===== src/design/tgpi_pkg.sv =====
package tgpi_pkg;

  localparam logic [4:0] PosMax   = 5'd17;
  localparam logic [4:0] RotCount = 5'd24;
  localparam logic [4:0] ResMod   = 5'd9;

  localparam logic CmdProduct = 1'b0;
  localparam logic CmdInverse = 1'b1;

  typedef logic [3:0][1:0] perm_t;

  typedef struct packed {
    logic [4:0] pos;
    logic [1:0] pc;
    logic       a_ok;
    logic       b_ok;
  } lane_out_t;

  // residue of a position, valid for 0..17
  function automatic logic [3:0] mod9(logic [4:0] x);
    logic [4:0] t;
    t = (x > 5'd8) ? x - ResMod : x;
    return t[3:0];
  endfunction

  function automatic perm_t rot_decode(logic [4:0] r);
    logic [2:0] q;
    logic [2:0] q3;
    logic [3:0][1:0] dig;
    logic [3:0] used;
    perm_t p;
    logic [1:0] k;
    logic found;
    q = r[4:2];
    q3 = (q >= 3'd3) ? q - 3'd3 : q;
    dig[0] = r[1:0];
    dig[1] = q3[1:0];
    dig[2] = {1'b0, (q >= 3'd3)};
    dig[3] = 2'd0;
    used = '0;
    p = '0;
    p[0] = dig[0];
    used[dig[0]] = 1'b1;
    for (int i = 1; i < 4; i++) begin
      k = 2'd0;
      found = 1'b0;
      for (int j = 0; j < 4; j++) begin
        if (!used[j] && !found) begin
          if (k == dig[i]) begin
            p[i] = 2'(j);
            found = 1'b1;
          end else begin
            k = k + 2'd1;
          end
        end
      end
      used[p[i]] = 1'b1;
    end
    return p;
  endfunction

  function automatic logic [4:0] rot_encode(perm_t p);
    logic [3:0] used;
    logic [2:0][1:0] dig;
    logic [1:0] rank;
    used = '0;
    dig = '0;
    for (int i = 0; i < 3; i++) begin
      rank = 2'd0;
      for (int j = 0; j < 4; j++) begin
        if ((2'(j) < p[i]) && !used[j]) begin
          rank = rank + 2'd1;
        end
      end
      dig[i] = rank;
      used[p[i]] = 1'b1;
    end
    return {3'd0, dig[0]} + {1'b0, dig[1], 2'b00} + (dig[2][0] ? 5'd12 : 5'd0);
  endfunction

endpackage


===== src/design/tgpi_lane.sv =====
module tgpi_lane (
  input  logic                  cmd_i,
  input  logic [1:0]            lane_id_i,
  input  logic [4:0]            a_pos_i,
  input  logic [4:0]            b_pos_i,
  input  tgpi_pkg::perm_t       pa_i,
  input  tgpi_pkg::perm_t       pb_i,
  output tgpi_pkg::lane_out_t   lane_o
);

  logic [3:0] ra;
  logic [3:0] rb;
  logic [4:0] sum;
  logic [3:0] res;
  logic       ori;
  logic [1:0] inv_idx;

  assign ra  = tgpi_pkg::mod9(a_pos_i);
  assign rb  = tgpi_pkg::mod9(b_pos_i);
  assign sum = {1'b0, ra} + {1'b0, rb};

  // position of this lane's index in the permutation of a
  always_comb begin
    inv_idx = 2'd0;
    for (int j = 0; j < 4; j++) begin
      if (pa_i[j] == lane_id_i) begin
        inv_idx = 2'(j);
      end
    end
  end

  always_comb begin
    if (cmd_i == tgpi_pkg::CmdProduct) begin
      ori       = (a_pos_i > 5'd8) ^ (b_pos_i > 5'd8);
      res       = (sum >= tgpi_pkg::ResMod) ? 4'(sum - tgpi_pkg::ResMod) : sum[3:0];
      lane_o.pc = pb_i[pa_i[lane_id_i]];
    end else begin
      ori       = (a_pos_i > 5'd8);
      res       = (ra == 4'd0) ? 4'd0 : 4'(tgpi_pkg::ResMod - {1'b0, ra});
      lane_o.pc = inv_idx;
    end
    lane_o.pos  = (ori ? tgpi_pkg::ResMod : 5'd0) + {1'b0, res};
    lane_o.a_ok = (a_pos_i <= tgpi_pkg::PosMax);
    lane_o.b_ok = (b_pos_i <= tgpi_pkg::PosMax);
  end

endmodule


===== src/design/tgpi_merge.sv =====
module tgpi_merge (
  input  logic                           clk_i,
  input  logic                           rst_ni,
  input  logic                           accept_i,
  input  logic                           cmd_i,
  input  logic                           a_rot_ok_i,
  input  logic                           b_rot_ok_i,
  input  tgpi_pkg::lane_out_t [3:0]      lanes_i,
  output logic                           valid_o,
  output logic [3:0][4:0]                pos_o,
  output logic [4:0]                     rot_o,
  output logic                           bad_o
);

  logic            ok;
  tgpi_pkg::perm_t pc;
  logic            valid_q;
  logic [3:0][4:0] pos_q, pos_d;
  logic [4:0]      rot_q, rot_d;
  logic            bad_q;

  always_comb begin
    ok = a_rot_ok_i && (b_rot_ok_i || cmd_i == tgpi_pkg::CmdInverse);
    for (int i = 0; i < 4; i++) begin
      ok    = ok && lanes_i[i].a_ok && (lanes_i[i].b_ok || cmd_i == tgpi_pkg::CmdInverse);
      pc[i] = lanes_i[i].pc;
    end
    for (int i = 0; i < 4; i++) begin
      pos_d[i] = ok ? lanes_i[i].pos : 5'd0;
    end
    rot_d = ok ? tgpi_pkg::rot_encode(pc) : 5'd0;
  end

  always_ff @(posedge clk_i or negedge rst_ni) begin
    if (!rst_ni) begin
      valid_q <= 1'b0;
    end else begin
      valid_q <= accept_i;
    end
  end

  always_ff @(posedge clk_i) begin
    if (accept_i) begin
      pos_q <= pos_d;
      rot_q <= rot_d;
      bad_q <= !ok;
    end
  end

  assign valid_o = valid_q;
  assign pos_o   = pos_q;
  assign rot_o   = rot_q;
  assign bad_o   = bad_q;

endmodule


===== src/design/torus_group_product_inverse_core.sv =====
// the result of an accepted transaction is registered and appears in the next cycle
// throughput: one transaction per cycle, busy stays low
// four axis lanes run in parallel, one registered merge stage encodes the rotation
// the receiver cannot stall: the result is valid for exactly one cycle
// reset (rst_ni low, asynchronous) clears the result strobe only
module torus_group_product_inverse_core (
  input  logic       clk_i,
  input  logic       rst_ni,
  input  logic       start,
  output logic       busy,
  input  logic       cmd_i,
  input  logic [4:0] a_pos0_i,
  input  logic [4:0] a_pos1_i,
  input  logic [4:0] a_pos2_i,
  input  logic [4:0] a_pos3_i,
  input  logic [4:0] a_rot_i,
  input  logic [4:0] b_pos0_i,
  input  logic [4:0] b_pos1_i,
  input  logic [4:0] b_pos2_i,
  input  logic [4:0] b_pos3_i,
  input  logic [4:0] b_rot_i,
  output logic       valid_o,
  output logic [4:0] r_pos0_o,
  output logic [4:0] r_pos1_o,
  output logic [4:0] r_pos2_o,
  output logic [4:0] r_pos3_o,
  output logic [4:0] r_rot_o,
  output logic       bad_input_o
);

  tgpi_pkg::perm_t           pa;
  tgpi_pkg::perm_t           pb;
  logic [3:0][4:0]           a_pos;
  logic [3:0][4:0]           b_pos;
  tgpi_pkg::lane_out_t [3:0] lanes;
  logic [3:0][4:0]           r_pos;

  assign busy  = 1'b0;
  assign pa    = tgpi_pkg::rot_decode(a_rot_i);
  assign pb    = tgpi_pkg::rot_decode(b_rot_i);
  assign a_pos = {a_pos3_i, a_pos2_i, a_pos1_i, a_pos0_i};
  assign b_pos = {b_pos3_i, b_pos2_i, b_pos1_i, b_pos0_i};

  for (genvar g = 0; g < 4; g++) begin : g_lane
    tgpi_lane u_lane (
      .cmd_i     (cmd_i),
      .lane_id_i (2'(g)),
      .a_pos_i   (a_pos[g]),
      .b_pos_i   (b_pos[g]),
      .pa_i      (pa),
      .pb_i      (pb),
      .lane_o    (lanes[g])
    );
  end

  tgpi_merge u_merge (
    .clk_i      (clk_i),
    .rst_ni     (rst_ni),
    .accept_i   (start && !busy),
    .cmd_i      (cmd_i),
    .a_rot_ok_i (a_rot_i < tgpi_pkg::RotCount),
    .b_rot_ok_i (b_rot_i < tgpi_pkg::RotCount),
    .lanes_i    (lanes),
    .valid_o    (valid_o),
    .pos_o      (r_pos),
    .rot_o      (r_rot_o),
    .bad_o      (bad_input_o)
  );

  assign r_pos0_o = r_pos[0];
  assign r_pos1_o = r_pos[1];
  assign r_pos2_o = r_pos[2];
  assign r_pos3_o = r_pos[3];

endmodule


===== config.mk =====
export PLATFORM = sky130hd
export DESIGN_NAME = torus_group_product_inverse_core
export DESIGN_NICKNAME = d
export VERILOG_FILES = /design/src/design/tgpi_pkg.sv /design/src/design/tgpi_lane.sv /design/src/design/tgpi_merge.sv /design/src/design/torus_group_product_inverse_core.sv
export SDC_FILE = /design/constraint.sdc
export NUM_CORES = 1
export LEC_CHECK = 0
export BUFFER_PORTS_ARGS = -buffer_cell sky130_fd_sc_hd__buf_2
export CORE_MARGIN = 3
export CORE_UTILIZATION = 35
export DETAILED_ROUTE_END_ITERATION = 6
export GPL_ROUTABILITY_DRIVEN = 0
export MAX_ROUTING_LAYER = met4
export SLEW_MARGIN = 20
export SYNTH_ARGS = -nofsm -noshare
export SYNTH_HDL_FRONTEND = slang
export SYNTH_HIERARCHICAL = 1
export SYNTH_SLANG_ARGS = --single-unit
export TNS_END_PERCENT = 5

===== constraint.sdc =====
create_clock -name clk_i -period 1.05 [get_ports clk_i]
set_clock_uncertainty 0.2 [all_clocks]
set_input_delay 0.105 -clock clk_i [delete_from_list [all_inputs] [get_ports clk_i]]
set_output_delay 0.105 -clock clk_i [all_outputs]
set_load 0.05 [all_outputs]

After elaboration in Yosys (flattened, before gate mapping)
Index checks and enable logic that the tools add are counted.

word-level totals
  output and inout port bits = 28
  input bits = 54
  bits in registers = 27

cells by class
  bitwise logic cells = 9
  mux-type cells = 161
  reduce and logical (&&, ||, !) cells = 100
  add/subtract/negate cells = 45
  equality and inequality tests = 18
  order comparisons = 52

operators by type and width
  kind                                                         count
  two-way mux 2 bit                                            58
  two-way mux 4 bit                                            25
  two-way mux 1 bit                                            67
  subtractor 4 bit (second input constant)                     12
  logical AND 1 bit                                            43
  zero test 1 bit                                              43
  > comparator 5 x 4 -> 1 bit (second input constant)          8
  <= comparator 5 bit (second input constant)                  8
  adder 2 x 1 -> 2 bit (second input constant)                 14
  less-than comparator 2 x 3 -> 1 bit (second input constant)  8
  adder 4 x 4 -> 5 bit                                         4
  adder 5 x 4 -> 5 bit                                         4
  >= comparator 5 x 4 -> 1 bit (second input constant)         4
  OR 4 bit                                                     5
  demux 1 bit (select 2 bit)                                   8
  >= comparator 2 x 1 -> 1 bit (second input constant)         8
  zero test 4 bit                                              4
  subtractor 4 bit (first input constant)                      4
  binary-select mux 2 bit (select 2 bit)                       3
  == test 2 x 1 -> 1 bit                                       6
  == test 2 bit                                                6
  less-than comparator 1 x 2 -> 1 bit (first input constant)   6
  less-than comparator 2 bit (first input constant)            6
  zero test 2 bit                                              5
  10 further kinds                                             26

Depth between registers and ports, before layout
Gate-level depths: netlist of the first run.

  depth in word-level cells = 62
  mapped depth = 19
  mapped depth without buffers = 19

Cells and area by module
The synthesis of the first run kept the hierarchy.

modules (own cells, without submodules)
  module                            instances  area an instance (um^2)  cells an instance
  tgpi_lane (g_lane[1].u_lane ...)  3          1026.0                   132
  tgpi_merge                        1          1265.0                   90
  tgpi_lane (g_lane[0].u_lane)      1          1106.1                   144
  torus_group_product_inverse_core  1          585.6                    100

Worst setup path before layout of the first run
Ideal clock, no wire load.

  path type = input -> register
  from = in a_rot_i[2]
  to = reg u_merge.rot_q[3] (netlist: u_merge/rot_o[3]), data pin
  stages = 18
  required time = 674 ps
  setup time = 176 ps
  slack = -3585 ps
  arrival = 4260 ps
  cell sequence = ha_1 nor2_2 mux2_1 a221o_1 a221oi_2 mux4_2 nor2_1 a21oi_1 nor2_1 nor2_1 nor2_1 a21oi_1 ha_1 xnor2_1 ha_1 inv_1 fa_1 nor4_1

RTL lines
  item                  RTL line                                source
  from (decl)           torus_group_product_inverse_core.sv:16  input logic [4:0] a_rot_i,
  to (signal assigned)  tgpi_merge.sv:45                        rot_q <= rot_d;
  to (decl)             tgpi_merge.sv:19                        logic [4:0] rot_q, rot_d;

==> out/results.ini, run 1 <==
[setup_path]
worstSetupEndpointType = flip-flop
slowest_stage = fa_2
cp_max_fo = 6
path_cells = buf_8, ha_4, buf_4, buf_4, nor4_1, a221o_1, a221oi_4, mux4_2, nor2_1, a21oi_1, o22a_2, o211ai_1, o31ai_1, a211oi_2, o21a_1, ha_4, inv_2, fa_2, nor4_2
cpPeakStageDelay_ns = 0.53
cp_data_arrival_time_ns = 3.66
worst-path-buf-inv = 4
path_class = in2reg
cp_top_family = compound AO/OA/AOI/OAI gates
cp.required_ns = 0.87
critPathLaunchType = input pin

[timing]
fin_crit_sh = 3.658
rsz0062_at_grt = yes
fmax_mhz = 260.3
maxSlewViolCount = 0
setup_violations = 53
min_period_ns = 3.841
final_hold_viol_count = 0
timing.hold.ws_ns = 0.04567
timing.final.ws_setup_ns = -2.791

[die]
die_w_um = 135.0
core_um2 = 16120
start_util = 0.3616
ioPinCount = 82
dieArea_um2 = 18230
die_y_um = 135.0
rows = 46

[power_and_ir_drop]
leakage_uw = 0.004054
combPwrFrac = 0.771
intPower_uw = 5661
vdd_ir_drop_max_mv = 0.6996
p_clk_frac = 0.093
powerDensity_nw_per_um2 = 1065
seqPwrFrac = 0.136
p_switching_uw = 3921
switching_share = 0.4092

[clock_network]
cts.htree.levels = 1
cts-root-buf = clkbuf_16
clk_path_buf_depth = 2
cts_tree = yes
clkSlewWorstSetupHoldPaths_ns = 0.07
cts-buffers-inserted = 3
cts.sinks = 27

[grt]
grt_max_degree = 41
grt_pass1_wl_um = 26150
overflow = 0
grt_use_total = 0.1709
antenna_found_initial = 0
grt_pass1_vias = 5915

[cells_and_area]
final_cell_mix = buf_4, buf_2, ha_1
num-nets-final = 1157
diodes = 0
drive_above_1_share = 0.4769
layout_commonest_cell = buf_4
areaGrowthSynthToFinish_pct = 54.41

[hold_path]
min_path_type = in2reg
holdPathEnd = u_merge/pos_o[17]
holdCritStartpoint = start
hold_depth = 2

[placement]
post-place-ws_ns = -3.105
port_buffers = 80
place_hpwl_um = 13170

[detailed_routing]
ant_nets = 0
drt_pass1_iterations = 4
post_drt_wl_per_cell_um = 12.57
vias = 6156
via_per_inst = 4.901
routed_wl_um = 15780
drc = 0
drtIter0Drc = 211

[run_status]
violations = negative setup slack
status = complete, but fails checks

[yosys]
synth_warnings = 6
post_synth.cell_area_avg_um2 = 8.265
netlist_area_um2 = 5827
syn_inst = 705

[job]
drv_cap = 0

## worst max-delay path by stage
stage	slack (ns)	start	cells past startpoint	to
final	-2.79	a_rot_i[3]	19	u_merge/rot_o[3]
after global routing	-2.96	a_rot_i[3]	19	u_merge/rot_o[3]
after CTS	-2.74	a_rot_i[2]	18	u_merge/rot_o[3]
after detailed placement	-3.10	a_rot_i[2]	18	u_merge/rot_o[4]
after global placement	-3.00	a_rot_i[2]	18	u_merge/rot_o[4]
after floorplan	-3.01	a_rot_i[2]	18	u_merge/rot_o[3]
## power by group through the flow
stage	clock network, uW	registers [uW]	logic (uW)
after CTS	906	1300	7130
after global placement	0	1310	6830
after global routing	959	1310	8200
after floorplan	0	1570	3870
after detailed placement	0	1310	6910
final	888	1300	7390
## repair_timing
item                       in CTS  in global routing
hold buffers                    3                  0
hold endpoints to repair        2                  0
resized for setup              84                 38
buffers inserted                1                  1
setup endpoints to repair      53                 53
pin swaps                      13                 19
## through the flow
stage          setup TNS (ns)  area, um2  utilization  cells  total power [uW]
6_report               -61.82       8997       0.5583   1256              9581
5_1_grt                -67.15       8997       0.5583   1256             10470
4_1_cts                -62.65       8845       0.5488   1255              9333
3_5_place_dp           -70.74       8447       0.5241   1247              8216
3_3_place_gp           -69.88       8447       0.5241   1247              8141
2_1_floorplan          -66.68       5897            -    710              5435
## registers in the layout, indices dropped and copies added, names as in the netlist
| name | cells |
|---|---|
| u_merge/valid_o | 1 |
| u_merge/rot_o | 5 |
| u_merge/pos_o | 20 |
| u_merge/bad_o | 1 |
## routing by layer
layer | track usage | share of wire
met2 | 0.3010 | 0.49
met4 | 0.01344 | 0.0024
met1 | 0.2253 | 0.48
met3 | 0.01267 | 0.023
met5 | - | 0
## layout make-up
cell class	count	area (um2)
multi-input cells	612	5010
clock buffers	3	75.07
clock inverters	1	7.507
fillers	1504	7118
inverters	50	187.7
flip-flops and latches	27	805.8
well taps	216	270.3
repair buffers	347	2641
Note: power is estimated with default switching activity, not from simulation.
==> run 2: changes to the inputs <==
ABC_AREA = 1   (was default)
==> run 2 against run 1 <==
The flow still finishes with violations (negative setup slack). Total power up 11%. First-iteration DRC count down 6.6%. Final cell count increased by 23%. Synthesized cell count rose by 34%. Die area increased by 6.4%. Critical endpoint unchanged. Largest cell class unchanged.
==> out/results.ini, run 2 <==
[run_status]
status = complete, but fails checks
violations = negative setup slack

[setup_path]
cp_common_cell = nand2_2
cpPeakStageDelay_ns = 0.52  ; about the same
path_class = in2reg
cp_top_family = simple AND/OR/NAND/NOR gates
path_depth = 32  ; +13
worstSetupEndpointType = flip-flop
worst-path-buf-inv = 5  ; +1
slowest_stage = fa_2
crit_end = u_merge/rot_o[3]
cp.required_ns = 0.88  ; about the same
cp_data_arrival_time_ns = 3.75  ; +0.09 ns
crit_path_start = a_rot_i[3]
cp_max_fo = 6  ; unchanged
critPathLaunchType = input pin

[cells_and_area]
fin_area_um2 = 9629  ; +7.0%
largest_reg_flops = 20  ; unchanged
areaGrowthSynthToFinish_pct = 54.88
final_cell_mix = buf_4, nand2_1, inv_1
final-seq-area_um2 = 805.8  ; unchanged
nFillCells = 1642  ; +9.2%
drive_above_1_share = 0.4545  ; -0.02238
multi_input_area_um2 = 5146  ; +2.7%
fin_util = 0.5548  ; -0.003520
layout_commonest_cell = buf_4
diodes = 0  ; unchanged
num-nets-final = 1437  ; +24%

[power_and_ir_drop]
powerDensity_nw_per_um2 = 1103  ; +3.6%
vdd_ir_drop_max_mv = 0.7891  ; +13%
leakage_uw = 0.005336  ; +32%

[clock_network]
cts-root-buf = clkbuf_16
cts-buffers-inserted = 3  ; unchanged
clkSlewWorstSetupHoldPaths_ns = 0.07  ; about the same
cts.sinks = 27  ; unchanged
clk_path_buf_depth = 2  ; unchanged
cts_tree = yes
cts.htree.levels = 1  ; unchanged

[timing]
maxSlewViolCount = 0  ; unchanged
setup_violations = 53  ; unchanged
fin_crit_sh = 3.740  ; +0.08163
final_hold_viol_count = 0  ; unchanged
tns_ns = -50.40  ; +11.42 ns
timing.final.ws_setup_ns = -2.877  ; -0.08571 ns
worstMarginPinSlew_ns = 0.5445
fmax_mhz = 254.7  ; -2.2%
timing.hold.ws_ns = 0.08217  ; +0.03650 ns
min_period_ns = 3.927  ; +0.08571 ns
rsz0062_at_grt = yes
relSlewSlack = 0.6353

[grt]
grt_max_degree = 28  ; -32%
grt_pass1_wl_um = 27750  ; +6.1%
grt_pass1_vias = 6595  ; +11%
overflow = 0  ; unchanged
antenna_found_initial = 0  ; unchanged
grt_use_total = 0.1687  ; -0.002141

[placement]
port_buffers = 80  ; unchanged
post-place-ws_ns = -3.313  ; -0.2083 ns
place_hpwl_um = 13570  ; +3.1%
dpl_cell_area_um2 = 8851  ; +4.8%

[die]
core_um2 = 17360  ; +7.7%
die_w_um = 139.3  ; +3.2%
rows = 48  ; +4.3%
start_util = 0.3582  ; -0.003365
dieArea_um2 = 19400  ; +6.4%
die_y_um = 139.3  ; +3.2%
ioPinCount = 82  ; unchanged

[detailed_routing]
vias = 6748  ; +9.6%
drt_pass1_iterations = 6  ; +2
post_drt_wl_per_cell_um = 10.36  ; -18%
routed_wl_um = 16010  ; +1.4%
ant_nets = 0  ; unchanged
drc = 0  ; unchanged
drtIter0Drc = 197  ; -6.6%
via_per_inst = 4.368  ; -11%

[yosys]
syn_inst = 942  ; +34%
synth_warnings = 6  ; unchanged
netlist_area_um2 = 6217  ; +6.7%
post_synth.cell_area_avg_um2 = 6.600  ; -20%

[hold_path]
min_path_type = in2reg
hold_depth = 2  ; unchanged

[job]
drv_cap = 0  ; unchanged

## run 2: worst min-delay path by stage
stage / start / endpoint / slack (ns)
floorplan: rst_ni / u_merge/valid_o / -0.39
global placement: rst_ni / u_merge/valid_o / -0.32
detailed placement: rst_ni / u_merge/valid_o / -0.32
CTS: start / u_merge/pos_o[11] / 0.09
global route: start / u_merge/rot_o[1] / 0.09
finish: start / u_merge/pos_o[11] / 0.08
## run 2: layout make-up
cell class                 instances  share of cell area
inverter                         194             0.07562
clock buffer                       3            0.007796
clock inverter                     1           0.0007796
tap                              225             0.02924
multi-input combinational        756              0.5344
sequential                        27             0.08368
timing repair buffer             339              0.2685
## run 2: routing by layer
layer / track usage / vias up / part of all wire
met2: 0.3015 / 67 / 0.50
met5: - / - / 0
li1: - / 3687 / -
met1: 0.2069 / 2976 / 0.46
met3: 0.02302 / 18 / 0.032
met4: 0.02472 / 0 / 0.014
## run 2: repair_timing
item	CTS	global route
pin swaps	33	13
gates resized for setup	121	22
hold buffers	3	0
hold endpoints to repair	2	0
endpoints found under the setup margin	53	53
setup buffers	16	2
## run 2: report_power, final
group	leakage (uW)	switching, uW	internal (uW)	total (uW)
Sequential	0.000259	35.2	1260	1290
Combinational	0.00504	4500	3930	8430
Clock	0.0000371	385	519	903
Total	0.00534	4920	5710	10600
## run 2: through the flow
stage	total power (uW)	cells
5_1_grt	11770	1545
3_3_place_gp	8856	1520
2_1_floorplan	6263	980
6_report	10620	1545
3_5_place_dp	9001	1520
4_1_cts	10550	1543
